===== src/mf2_pkg.sv =====
`default_nettype none

package mf2_pkg;

    // Pixel and register geometry
    localparam int PIX_W  = 8;
    localparam int CFG_W  = 12;
    localparam int CFG_IW = 1;
    localparam int DIM_W  = 13;

    localparam logic [CFG_W-1:0] WIDTH_RESET  = 12'd640;
    localparam logic [CFG_W-1:0] HEIGHT_RESET = 12'd480;

    // Register indexes
    localparam logic [CFG_IW-1:0] REG_WIDTH  = 1'b0;
    localparam logic [CFG_IW-1:0] REG_HEIGHT = 1'b1;

    // Input commands
    localparam logic CMD_PIXEL = 1'b0;
    localparam logic CMD_DRAIN = 1'b1;

    typedef logic [PIX_W-1:0] t_pix;

    typedef struct packed {
        logic command;
        t_pix pixel_in;
    } t_in;

    typedef struct packed {
        t_pix pixel_out;
        logic frame_last;
    } t_out;

    // Result bookkeeping that rides along the median cells
    typedef struct packed {
        logic valid;
        logic is_median;
        logic frame_last;
        t_pix border;
    } t_meta;

endpackage

`default_nettype wire


===== src/mf2_bit_cell.sv =====
`default_nettype none

module mf2_bit_cell
    import mf2_pkg::*;
#(
    parameter int N   = 49,
    parameter int BIT = 7
) (
    input  wire                              i_clk,
    input  wire                              i_rst_n,
    input  wire                              i_en,
    input  wire  [N-1:0][PIX_W-1:0]          i_vals,
    input  wire  [N-1:0]                     i_alive,
    input  wire  [$clog2(N+1)-1:0]           i_rank,
    input  t_pix                             i_bits,
    input  t_meta                            i_meta,
    output logic [N-1:0][PIX_W-1:0]          o_vals,
    output logic [N-1:0]                     o_alive,
    output logic [$clog2(N+1)-1:0]           o_rank,
    output t_pix                             o_bits,
    output t_meta                            o_meta
);

    localparam int CNT_W = $clog2(N+1);

    logic [CNT_W-1:0] zeros;
    logic             take_one;
    logic [N-1:0]     n_alive;
    logic [CNT_W-1:0] n_rank;
    t_pix             n_bits;

    logic [N-1:0][PIX_W-1:0] r_vals;
    logic [N-1:0]            r_alive;
    logic [CNT_W-1:0]        r_rank;
    t_pix                    r_bits;
    t_meta                   r_meta;

    // Count live candidates with a zero in this bit, then pick the bit
    always_comb begin
        zeros = '0;
        for (int i = 0; i < N; i++) begin
            zeros = zeros + CNT_W'(i_alive[i] & ~i_vals[i][BIT]);
        end
        take_one = (i_rank >= zeros);
        n_rank   = take_one ? (i_rank - zeros) : i_rank;
        for (int i = 0; i < N; i++) begin
            n_alive[i] = i_alive[i] & (i_vals[i][BIT] == take_one);
        end
        n_bits      = i_bits;
        n_bits[BIT] = take_one;
    end

    // Hand the candidates to the next cell
    always_ff @(posedge i_clk) begin
        if (i_en) begin
            r_vals  <= i_vals;
            r_alive <= n_alive;
            r_rank  <= n_rank;
            r_bits  <= n_bits;
        end
    end

    always_ff @(posedge i_clk) begin
        if (!i_rst_n) begin
            r_meta <= '0;
        end else if (i_en) begin
            r_meta <= i_meta;
        end
    end

    assign o_vals  = r_vals;
    assign o_alive = r_alive;
    assign o_rank  = r_rank;
    assign o_bits  = r_bits;
    assign o_meta  = r_meta;

endmodule

`default_nettype wire


===== config.mk =====
export PLATFORM = sky130hd
export DESIGN_NAME = mf2_bit_cell
export DESIGN_NICKNAME = d
export VERILOG_FILES = /design/src/mf2_pkg.sv /design/src/mf2_bit_cell.sv
export SDC_FILE = /design/constraint.sdc
export NUM_CORES = 1
export LEC_CHECK = 0
export BUFFER_PORTS_ARGS = -buffer_cell sky130_fd_sc_hd__buf_2
export CAP_MARGIN = 15
export CORE_AREA = 2 2 360 362
export CTS_CLUSTER_SIZE = 40
export DETAILED_ROUTE_END_ITERATION = 10
export DIE_AREA = 0 0 362 364
export PLACE_DENSITY_LB_ADDON = 0.05
export SYNTH_ARGS = -nofsm -noshare
export SYNTH_HDL_FRONTEND = slang
export SYNTH_SLANG_ARGS = --single-unit

===== constraint.sdc =====
create_clock -name i_clk -period 6.6 [get_ports i_clk]
set_input_delay 0.33 -clock i_clk [delete_from_list [all_inputs] [get_ports i_clk]]
set_output_delay 0.33 -clock i_clk [all_outputs]
set_load 0.01 [all_outputs]

Word level (Yosys, flattened, before mapping)
Index checks and enable logic that the tools add are counted.
{"block": "totals", "ff_bits": 466, "word_cells": 303}
{"block": "op_classes", "add_sub_neg": 49, "n_lt_le_gt_ge": 1, "eq_ne": 49, "muxes": 1, "bitwise": 147}
{"op": "AND 1 x 6 -> 6 bit", "n": 49}
{"op": "NOT 1 -> 6 bit", "n": 49}
{"op": "adder 6 bit", "n": 48}
{"op": "AND 1 bit", "n": 49}
{"op": "equality test 1 bit", "n": 49}
{"op": "greater-or-equal comparator 6 bit", "n": 1}
{"op": "two-way mux 6 bit", "n": 1}
{"op": "subtractor 6 bit", "n": 1}

Logic depth before layout (Yosys ltp)
Gate-level depths: netlist of run 1.
{"block": "depth", "word_depth": 53, "ltp_mapped": 27}

Worst setup path after synthesis of run 1
No wires, ideal clock.
{"block": "synth_timing", "path_kind": "in2reg", "from": "input i_vals[143] (netlist name)", "to": "register r_alive[0] (netlist: o_alive[0]) (data pin)", "setup_time_ns": 0.255, "arrival_time_ns": 6.784, "t_required_ns": 6.345, "slack_ns": -0.438, "cell_stages": 22, "path_buffers": 2, "path_cell_list": "nand2b_1 > fa_1 > fa_1 > inv_1 > fa_1 > inv_1 > fa_1 > fa_1 > fa_1 > inv_1 > fa_1 > fa_1 > inv_1 > fa_1 > fa_1 > a21o_1 > a2111oi_4 > nor2_2 > buf_6 > buf_6 > xnor2_1 > and2_1"}
{"block": "synth_between", "elab_chain_cells": 37}
{"item": "start: declaration", "line_no": "mf2_bit_cell.sv:12", "rtl": "input wire [N-1:0][PIX_W-1:0] i_vals,"}
{"item": "NOT 1 -> 6 bit", "line_no": "mf2_bit_cell.sv:42", "rtl": "zeros = zeros + CNT_W'(i_alive[i] & ~i_vals[i][BIT]);"}
{"item": "AND 1 x 6 -> 6 bit", "line_no": "mf2_bit_cell.sv:42"}
{"item": "adder 6 bit (32 in a row)", "line_no": "mf2_bit_cell.sv:42"}
{"item": "greater-or-equal comparator 6 bit", "line_no": "mf2_bit_cell.sv:44", "rtl": "take_one = (i_rank >= zeros);"}
{"item": "equality test 1 bit", "line_no": "mf2_bit_cell.sv:47", "rtl": "n_alive[i] = i_alive[i] & (i_vals[i][BIT] == take_one);"}
{"item": "AND 1 bit", "line_no": "mf2_bit_cell.sv:47"}
{"item": "net n_alive[0]", "line_no": "mf2_bit_cell.sv:28", "rtl": "logic [N-1:0] n_alive;"}
{"item": "end signal: assignment", "line_no": "mf2_bit_cell.sv:57", "rtl": "r_alive <= n_alive;"}
{"item": "end: declaration", "line_no": "mf2_bit_cell.sv:33", "rtl": "logic [N-1:0] r_alive;"}
The timed path passes the listed nets, and every way through them passes these cells.
A chain may end at the register's enable or synchronous reset.

Worst setup path in the final report of run 1
{"block": "layout_timing", "from": "input i_alive[11]", "to": "register r_alive[43] (netlist: o_alive[43]) (data pin)"}
{"block": "layout_between", "elab_chain_cells": 42}
{"item": "start: declaration", "line_no": "mf2_bit_cell.sv:13", "rtl": "input wire [N-1:0] i_alive,"}
{"item": "AND 1 x 6 -> 6 bit", "line_no": "mf2_bit_cell.sv:42"}
{"item": "adder 6 bit (38 in a row)", "line_no": "mf2_bit_cell.sv:42"}
{"item": "greater-or-equal comparator 6 bit", "line_no": "mf2_bit_cell.sv:44"}
{"item": "equality test 1 bit", "line_no": "mf2_bit_cell.sv:47"}
{"item": "AND 1 bit", "line_no": "mf2_bit_cell.sv:47"}
{"item": "net n_alive[43]", "line_no": "mf2_bit_cell.sv:28"}
The timed path passes the listed nets, and every way through them passes these cells.

==> results of run 1 <==
synth_stat cells:
| cell | instances |
|---|---|
| a2111oi_4 | 1 |
| a211oi_1 | 1 |
| a21o_1 | 3 |
| a21oi_1 | 9 |
| and2_1 | 49 |
| and4_4 | 1 |
| buf_1 | 1 |
| buf_2 | 2 |
| buf_4 | 2 |
| buf_6 | 2 |
| clkbuf_1 | 1 |
| dfxtp_1 | 11 |
| edfxtp_1 | 455 |
| fa_1 | 41 |
| ha_1 | 15 |
| inv_1 | 50 |
| mux2_1 | 1 |
| mux2i_1 | 11 |
| nand2b_1 | 28 |
| nand3b_1 | 1 |
| nor2_1 | 4 |
| nor2_2 | 1 |
| nor2b_1 | 35 |
| nor4b_1 | 1 |
| o211ai_1 | 1 |
| o21a_1 | 1 |
| o21ai_0 | 3 |
| o21bai_1 | 1 |
| o31ai_1 | 1 |
| or2_1 | 1 |
| or2_2 | 1 |
| xnor2_1 | 51 |
| xor2_1 | 4 |
cell families (layout without fill, tap and decap cells):
group | count (synthesis) | count (layout) | share of synthesized area, %
AO/OA/AOI/OAI | 21 | 21 | 0.887
XOR/XNOR | 55 | 55 | 2.89
adder cells (fa/ha/maj) | 56 | 56 | 6.06
buffers and inverters | 58 | 1623 | 1.46
flip-flops | 466 | 466 | 83.4
multiplexers | 12 | 12 | 0.729
other | 0 | 6 | 0
AND/OR/NAND/NOR | 122 | 122 | 4.58
stage by stage:
step	area, um^2	utilization (%)	worst slack (ns)
after floorplan	16700	-	0.000115
after CTS	30400	23.7	0.00187
final	30800	24.0	0.0373
after detailed placement	23900	18.6	-0.861
after global routing	30800	24.0	-0.0933
after global placement	23900	18.6	-0.870
timing repair:
| action | CTS | global route |
|---|---|---|
| buffers inserted | 0 | 3 |
| pin swaps | 1 | 17 |
| setup endpoints to repair | 52 | 53 |
| cloned | 0 | 3 |
| endpoints found under the hold margin | 460 | 0 |
| gates resized for setup | 4 | 55 |
| hold buffers | 471 | 0 |
cells in the final DEF, fill, tap and decap left out, types with 21 or more instances in the layout:
cell type,netlist,final
nand2b_1,28,21
edfxtp_1,455,455
buf_4,2,49
dlygate4sd3_1,0,468
buf_2,2,923
fa_1,41,33
xnor2_1,51,44
and2_1,49,49
nor2b_1,35,27
inv_1,50,43
clkbuf_16,0,64
state kept, by name (all words and copies together), names as in the netlist:
name and cells:
o_vals 392, o_alive 49, o_meta 11, o_bits 8
o_rank 6
routing by layer:
layer | track usage (%) | wire (um)
met1 | 11.8 | 28000
met2 | 21.4 | 42200
met3 | 4.35 | 7040
met4 | 3.29 | 1930
met5 | 0 | 124
path summary, 6_finish.rpt:
path | startpoint | endpoint | depth (start not counted) | slack (ns)
min | i_alive[37] | o_alive[37] | 3 | 0.08
max | i_alive[11] | o_alive[43] | 22 | 0.04
max reg2reg | o_meta[0] | o_meta[0] | 3 | 5.43
min reg2reg | o_meta[2] | o_meta[2] | 3 | 1.05
worst register-to-register path, stage by stage (launching register included):
cell and delay (ns):
dfxtp_1 0.31, mux2i_1 0.14, nor2b_1 0.06, dlygate4sd3_1 0.55
power breakdown:
| group | total, mW | leakage [nW] | switching [mW] | internal, mW |
|---|---|---|---|---|
| Sequential | 4.05 | 4.54 | 0.0898 | 3.96 |
| Clock | 3.13 | 0.888 | 1.40 | 1.73 |
| Combinational | 8.31 | 7.38 | 3.98 | 4.33 |
final cells by class:
cell class | instances | area (um^2)
sequential | 466 | 13900
clock inverter | 30 | 201
inverter | 50 | 188
multi-input combinational | 266 | 2750
clock buffer | 82 | 1640
antenna | 6 | 15.0
fill | 13700 | 97600
timing repair buffer | 1461 | 10000
tap | 1675 | 2100
==> metrics.txt, run 1 <==
DRC viols=0; Setup violations, final=0; Port Buffers=~930; kind of critical path=in -> reg; fin crit period=~6.6 ns; GRT Overall Usage=a little under an eighth; Layout Cells excl Fill=about 4.0k; Cells after Synth=just under 800; IO Count=935; Antenna Nets Post-Route=0; starting density of the core=about an eighth; cells along the critical path=buf_6, nor2b_4, fa_2, fa_1, inv_2, fa_1, fa_1, fa_1, fa_1, inv_1, fa_1, fa_2, inv_2, fa_2, fa_2, a21o_1, a2111oi_4, nor2_4, buf_12, clkbuf_16, xnor2_1, and2_1; worst path required time=roughly 7.0 ns; Worst-Margin Slew=between 1 and 1.5 ns; first-pass GRT wire length=106 mm; fin nets=about 2.8k; synthesized area=around 0.017 mm^2; initial antenna violation count=19; Fin Clk Skew=0 ns; number of CTS-inserted buffers=61; CP max FO=8; max-cap violations=0; FMAX=about 0.15 GHz; worst skew pair latency=slightly below 0.7 ns; Worst path max stage delay=0.58 ns; Final Hold Vio Count=0; routability-driven placement congestion ratio=roughly 0.73; CP bufs+invs=6; CTS Buffer Depth=3; Num Clock Sinks=~470; register bit total from synthesis=roughly 470; unrepaired setup endpoints after global routing=true; CP dominant cell by count=fa_1; Worst EP arrival=just under 7 ns; core area=0.128 mm^2; synthesis warning total=0; Via-to-Cell Ratio=around 3.2; Clock transition at path regs=about 0.06 ns; DR vias=between 10k and 15k; post-synthesis area per instance=roughly 21 um^2; Die Height=364 um; CP Capture Type=register; max-slew violation count=0; Clock Tree Root=clkbuf_16; Crit-path slowest cell=fa_2; Pre-antenna DRT Iters=6; peak supply drop=approximately 800 uV; Pwr per Cell Area=503 mW/mm^2; synth top area cells=edfxtp_1, fa_1, xnor2_1, and2_1, dfxtp_1; TritonCTS clock tree=built; WHS=0.0791 ns; Synth top area share=82.1%; dominant cell type by area after synthesis=edfxtp_1; area growth from synthesis to layout=84.8%; crit share post-route=99.4%; syn nets=between 1k and 1.5k; vias in the first global route=roughly 14k; DR WL/cell=between 15 and 20 um; Crit path max-delay family=adder cells; die width=around 360 um; HPWL Detailed=roughly 62 mm; Setup TNS Final=0 ns; status=finished, final reports clean; crit path launch type=input port; Cell Rows=around 130; count of cell types in the netlist=33; 1st-iter DRT viols=~550; Seq/Total Area, Yosys=a little over four fifths; slew margin rel.=a little under a quarter; Lkg Pwr=between 10 and 15 nW; Pwr Total=~15 mW; Die ar.=between 0.1 and 0.15 mm^2; H-tree depth=2; largest net degree at the start of global routing=approximately 140; worst hold path class=in -> reg; grt total ovfl=0; Total Wirelength=slightly below 80 mm; placed cell count=around 3.4k; share of post-route cells with drive strength above 1=a little under half
No activity file was read; power rests on OpenSTA's default activity.
==> run 2, diff against run 1 <==
Settings changed: ABC_AREA from default to 1, CORE_AREA 2 2 360 362 to 2 2 363 365, DIE_AREA 0 0 362 364 to 0 0 365 367, GPL_TIMING_DRIVEN from default to 0.
==> metrics.txt, run 2 <==
first-pass GRT wire length=114 mm (+7.1%); status=finished, final reports clean; DRC viols=0 (unchanged); Setup violations, final=0 (unchanged); Lkg Pwr=13.0 nW (+1.5%); grt total ovfl=0 (unchanged); share of post-route cells with drive strength above 1=42.1% (-5.3 points); post-synthesis area per instance=17.0 um^2 (-19%); Seq/Total Area, Yosys=82.1% (-1.3 points); CTS Buffer Depth=3 (unchanged); count leader, synth=edfxtp_1; Placed Area=0.0239 mm^2 (+0.11%); crit share post-route=95.8% (-3.6 points); register bit total from synthesis=466 (unchanged); max-cap violations=0 (unchanged); CP dominant cell by count=fa_1; Num Clock Sinks=466 (unchanged); most frequent cells in the layout=buf_2, dlygate4sd3_1, edfxtp_1, nor2_1, inv_1; initial antenna violation count=23 (+4); Synth top area share=80.8% (-1.3 points); starting density of the core=13.0% (-0.014 points); peak supply drop=498 uV (-39%); CP max FO=10 (+2); synth top area cells=edfxtp_1, fa_1, nor2_1, nand2_1, inv_1; unrepaired setup endpoints after global routing=false; worst r2r src=o_meta[7]; area growth from synthesis to layout=81.0%; Cells after Synth=992 (+26%); largest net degree at the start of global routing=115 (-20%); FMAX=0.158 GHz (+3.8%); count of cell types in the netlist=24 (-27%); synthesis warning total=0 (unchanged); CP startpoint=i_vals[343]; kind of critical path=in -> reg; DR vias=13.8k (+7.7%); Port Buffers=933 (unchanged); H-tree depth=2 (unchanged); Clock Tree Root=clkbuf_16; Clock transition at path regs=0.06 ns (about the same); vias in the first global route=14.8k (+6.0%); top_reg_cell synth=edfxtp_1; syn nets=1517 (+15%); EDFF count, synth=455 (unchanged); CP Capture Type=register; Via-to-Cell Ratio=3.23 (+1.8%); commonest non-fill, non-tap cell in the layout=buf_2; Pwr per Cell Area=468 mW/mm^2 (-6.9%); Final Hold Vio Count=0 (unchanged); Pre-antenna DRT Iters=6 (unchanged); Antenna Nets Post-Route=0 (unchanged); worst hold path class=in -> reg; TritonCTS clock tree=built; number of CTS-inserted buffers=61 (unchanged); die width=365 um (+0.83%); fin nets=2986 (+5.5%); CP bufs+invs=8 (+2); 1st-iter DRT viols=540 (-1.3%); Crit-path slowest cell=fa_1; HPWL Detailed=66.9 mm (+8.6%); slew margin rel.=52.7% (+29 points); Worst-Margin Slew=0.710 ns (-0.442 ns); core area=0.130 mm^2 (+1.7%); synthesized area=0.0169 mm^2 (+1.6%); Cell Rows=133 (+0.76%); cell area after layout=0.0306 mm^2 (-0.54%); Worst EP arrival=6.74 ns (-0.22 ns); worst skew pair latency=0.66 ns (-0.02 ns); routability-driven placement congestion ratio=0.773 (+6.2%); max-slew violation count=0 (unchanged); Setup TNS Final=0 ns (unchanged); crit path launch type=input port; dominant cell type by area after synthesis=edfxtp_1; Util after Layout=23.5% (-0.52 points); IO Count=935 (unchanged); max FFs per register=392 (unchanged); Total Wirelength=84.9 mm (+7.1%); post-synthesis async set-or-reset flop share=0% (unchanged); Crit path max-delay family=adder cells; fin crit period=6.32 ns (-0.240 ns); Worst path max stage delay=0.57 ns (about the same); Die ar.=0.134 mm^2 (+1.7%); Fin Clk Skew=0 ns (unchanged); DR WL/cell=19.9 um (+1.2%); GRT Overall Usage=12.1% (+0.72 points); Worst Hold Launch=i_alive[21]; Commonest cells post-synth=edfxtp_1, nor2_1, nand2_1; worst path required time=7.01 ns (about the same); Die Height=367 um (+0.82%)
run 2: cell types whose count changed after synthesis, moves of 35 or more:
cell	previous run	this run
and2_1	49	0
inv_1	50	106
nand2_1	0	107
nand4_1	0	50
nor2_1	4	146
nor2b_1	35	0
xnor2_1	51	4
run 2: stage by stage:
| step | power [mW] | hold WS, ns | cells | setup slack [ns] |
|---|---|---|---|---|
| final | 14.3 | 0.0697 | 4272 | 0.277 |
| after global routing | 15.6 | 0.0411 | 4265 | 0.0527 |
| after CTS | 14.4 | 0.00390 | 4260 | 0.0146 |
| after detailed placement | 10.4 | 0.487 | 3684 | -1.67 |
| after global placement | 10.5 | 0.478 | 3680 | -3.30 |
| after floorplan | 7.87 | 0.429 | 992 | 0.145 |
run 2: per-layer routing:
metal / GRT usage [%] / share of wire [%] / up-vias
li1: - / - / 6469
met5: 0 / 0.21 / -
met4: 3.27 / 2.3 / 28
met3: 4.75 / 9.2 / 123
met1: 12.5 / 36 / 6644
met2: 22.6 / 53 / 551
run 2: final timing paths:
| kind | slack, ns | depth (start not counted) | to |
|---|---|---|---|
| worst min register to register | 0.50 | 2 | o_meta[9] |
| worst max register to register | 5.42 | 3 | o_meta[7] |
| worst min-delay path | 0.07 | 3 | o_alive[21] |
| worst max-delay path | 0.28 | 26 | o_alive[40] |
run 2: cell type report:
| class | count | area (um^2) |
|---|---|---|
| repair buffers | 1406 | 9510 |
| clock inverters | 18 | 148 |
| inverters | 108 | 405 |
| multi-input cells | 394 | 2560 |
| plain buffers | 24 | 208 |
| well taps | 1755 | 2200 |
| diodes | 9 | 22.5 |
| fillers | 14200 | 99900 |
| clock buffers | 92 | 1670 |
| flip-flops and latches | 466 | 13900 |
run 2: worst register-to-register path: stages, from the launching register on:
cell and delay, ns:
dfxtp_1 0.30, o21ai_0 0.17, nor2_1 0.05, dlygate4sd3_1 0.55
run 2: timing repair:
item	4_1_cts	5_1_grt
endpoints found under the setup margin	56	53
endpoints found under the hold margin	461	0
resized for setup	36	21
hold buffers	463	0
setup buffers	3	2
gates cloned	0	1
pin swaps	6	8
run 2: cell families after synthesis:
| logic type | count (synthesis) | share of synthesized area, % |
|---|---|---|
| DFF | 466 | 82.1 |
| xor gates and xnor gates | 5 | 0.259 |
| and+or+nand+nor | 312 | 7.85 |
| buffers and inverters | 132 | 3.15 |
| adders and majority gates | 56 | 5.97 |
| AOI/OAI and AO/OA | 21 | 0.659 |
run 2: where the power goes:
group / internal [mW] / switching [mW]
combinational: 2.88 / 4.35
sequential: 3.87 / 0.0930
clock: 1.78 / 1.36
==> run 3, diff against run 2 <==
Settings changed: ABC_CLOCK_PERIOD_IN_PS from default to 6600, CTS_BUF_LIST from default to sky130_fd_sc_hd__clkbuf_4.
==> metrics.txt, run 3 <==
status=aborted with a tool error; Fail Step=4_1_cts; First Err=[ERROR RSZ-0060] Max buffer count reached.; number of CTS-inserted buffers=151 (+150%); pre-CTS setup slack=-1.67 ns (unchanged); synthesis warning total=0 (unchanged); Placed Area=0.0239 mm^2 (unchanged); post-synthesis async set-or-reset flop share=0% (unchanged); die width=365 um (unchanged); Seq/Total Area, Yosys=82.1% (unchanged); Port Buffers=933 (unchanged); post-synthesis area per instance=17.0 um^2 (unchanged); syn nets=1517 (unchanged); number of hold buffers added after cts=787 (+70%); Die Height=367 um (unchanged); Commonest cells post-synth=edfxtp_1, nor2_1, nand2_1; IO Count=935 (unchanged); Cell Rows=133 (unchanged); EDFF count, synth=455 (unchanged); Setup Buffers After CTS=0 (-3); CTS Buffer Depth=3 (unchanged); Synth top area share=80.8% (unchanged); starting density of the core=13.0% (unchanged); routability-driven placement congestion ratio=0.773 (unchanged); post-cts repair resize count=8 (-78%); Num Clock Sinks=466 (unchanged); H-tree depth=4 (+2); count leader, synth=edfxtp_1; HPWL Detailed=66.9 mm (unchanged); top_reg_cell synth=edfxtp_1; placed cell count=3684 (unchanged); register bit total from synthesis=466 (unchanged); synth top area cells=edfxtp_1, fa_1, nor2_1, nand2_1, inv_1; Cells after Synth=992 (unchanged); dominant cell type by area after synthesis=edfxtp_1; Clock Tree Root=clkbuf_4; synthesized area=0.0169 mm^2 (unchanged); count of cell types in the netlist=24 (unchanged)
-- run 3: cells by family after synthesis --
kind of cell               count (synthesis)  share of synthesized area (%)
adders and majority gates                 56                           5.97
DFF                                      466                           82.1
and+or+nand+nor                          312                           7.85
xor gates and xnor gates                   5                          0.259
AOI/OAI and AO/OA                         21                          0.659
buffers and inverters                    132                           3.15
-- run 3: metrics by stage --
step / hold WS (ns) / util, %
after detailed placement: 0.487 / 18.3
after floorplan: 0.429 / -
after global placement: 0.478 / 18.2
==> run 4, diff against run 3 <==
Settings changed: ABC_CLOCK_PERIOD_IN_PS 6600 to 8600, CORE_AREA 2 2 363 365 to 2 2 361 363, CTS_BUF_LIST sky130_fd_sc_hd__clkbuf_4 to default, CTS_CLUSTER_SIZE 40 to default, DIE_AREA 0 0 365 367 to 0 0 363 365, PLACE_DENSITY_LB_ADDON 0.05 to 0.15.
Clock period 6.6 ns to 8.6 ns, I/O delays scaled along.
==> metrics.txt, run 4 (synthesis results as in run 2) <==
FMAX=around 0.12 GHz; R2R setup slack=roughly 7.4 ns; GRT Overall Usage=11.8%; Num Clock Sinks=466 (unchanged); max-cap violations=0; CP bufs+invs=7; HPWL Detailed=65.7 mm (-1.8%); Via-to-Cell Ratio=roughly 3.3; largest net degree at the start of global routing=about 120; max-slew violation count=0; worst hold path class=in -> reg; Total Wirelength=82.9 mm; Antenna Nets Post-Route=0; CP Capture Type=register; number of CTS-inserted buffers=61 (-60%); Die Height=365 um (-0.54%); crit path launch type=input port; grt total ovfl=0; crit share post-route=just over 90%; critical path capture point=o_alive[21]; Lkg Pwr=around 13 nW; fin worst setup slack=about 0.60 ns; share of post-route cells with drive strength above 1=roughly 43%; kind of critical path=in -> reg; starting density of the core=13.1% (+0.18 points); CTS Buffer Depth=3 (unchanged); worst path required time=9.00 ns; Port Buffers=933 (unchanged); first-pass GRT wire length=110 mm; DR WL/cell=roughly 20 um; FF-to-FF End=o_meta[7]; Die ar.=0.132 mm^2; fin nets=about 2.9k; status=finished, final reports clean; area growth from synthesis to layout=76.8%; peak supply drop=312 uV; R2R depth=3; Pre-antenna DRT Iters=4; Crit-path slowest cell=fa_1; Setup TNS Final=0 ns; TritonCTS clock tree=built; slew margin rel.=around half; IO Count=935 (unchanged); Clock transition at path regs=0.06 ns; CP dominant cell by count=fa_1; Final Hold Vio Count=0; most frequent cells in the layout=buf_2, edfxtp_1, dlygate4sd3_1, nor2_1, nand2_1; Worst-Margin Slew=approximately 0.76 ns; routability-driven placement congestion ratio=0.785 (+1.5%); Layout Cells excl Fill=roughly 4.1k; DR vias=13.7k; core area=0.129 mm^2; initial antenna violation count=32; DRC viols=0; placed cell count=3604 (-2.2%); CP startpoint=i_vals[111]; max FFs per register=approximately 390; Worst Hold Launch=i_vals[327]; Crit path max-delay family=adder cells; fin crit period=8.00 ns; unrepaired setup endpoints after global routing=false; Clock Tree Root=clkbuf_16; Setup violations, final=0; worst r2r src=o_meta[7]; cell count along the critical path=25; vias in the first global route=approximately 15k; CP max FO=10; 1st-iter DRT viols=707; Worst path max stage delay=0.65 ns; Pwr Total=10.5 mW; die width=363 um (-0.55%); pre-CTS setup slack=-0.169 ns (+1.50 ns); worst skew pair latency=between 0.6 and 0.7 ns; Fin Clk Skew=0 ns; Cell Rows=132 (-0.75%); Worst EP arrival=approximately 8.4 ns; commonest non-fill, non-tap cell in the layout=buf_2; Pwr per Cell Area=around 350 mW/mm^2; H-tree depth=2 (-2); Setup Buffers After CTS=0 (unchanged)
-- run 4: how the worst min path moves through the flow --
stage | endpoint | slack (ns) | cells past startpoint
finish | o_vals[327] | 0.06 | 1
global route | o_vals[327] | 0.02 | 1
CTS | o_vals[199] | 0.0008 | 1
detailed placement | o_meta[10] | 0.49 | 2
global placement | o_meta[1] | 0.48 | 2
floorplan | o_bits[0] | 0.53 | 0
-- run 4: timing repair --
action	4_1_cts	5_1_grt
hold buffers	409	0
endpoints found under the hold margin	408	0
gates resized for setup	0	3
setup endpoints to repair	0	10
-- run 4: metal layers --
metal	wire (um)	up-vias	GRT usage [%]
met5	181	-	0
met4	1720	30	2.86
met3	7410	119	4.45
met2	41900	570	20.9
met1	31600	6656	13.3
li1	-	6358	-
-- run 4: report_power, final --
group	internal (mW)	switching [mW]	leakage, nW
registers	2.97	0.0737	4.54
clock network	1.45	1.06	0.937
logic	1.75	3.19	7.27
-- run 4: per-stage QoR --
step	cell area [um^2]	utilization [%]	hold slack [ns]
5_1_grt	29900	23.2	0.0187
4_1_cts	29800	23.2	0.000832
3_3_place_gp	23700	18.4	0.484
2_1_floorplan	16900	-	0.529
3_5_place_dp	23800	18.5	0.489
6_report	29900	23.2	0.0551
-- run 4: cell type report --
type / count / area (um^2)
sequential: 466 / 13900
multi-input combinational: 394 / 2490
buffer: 24 / 128
tap: 1675 / 2100
timing repair buffer: 1348 / 8910
inverter: 108 / 405
clock buffer: 85 / 1670
antenna: 8 / 20.0
fill: 13700 / 98800
clock inverter: 28 / 287
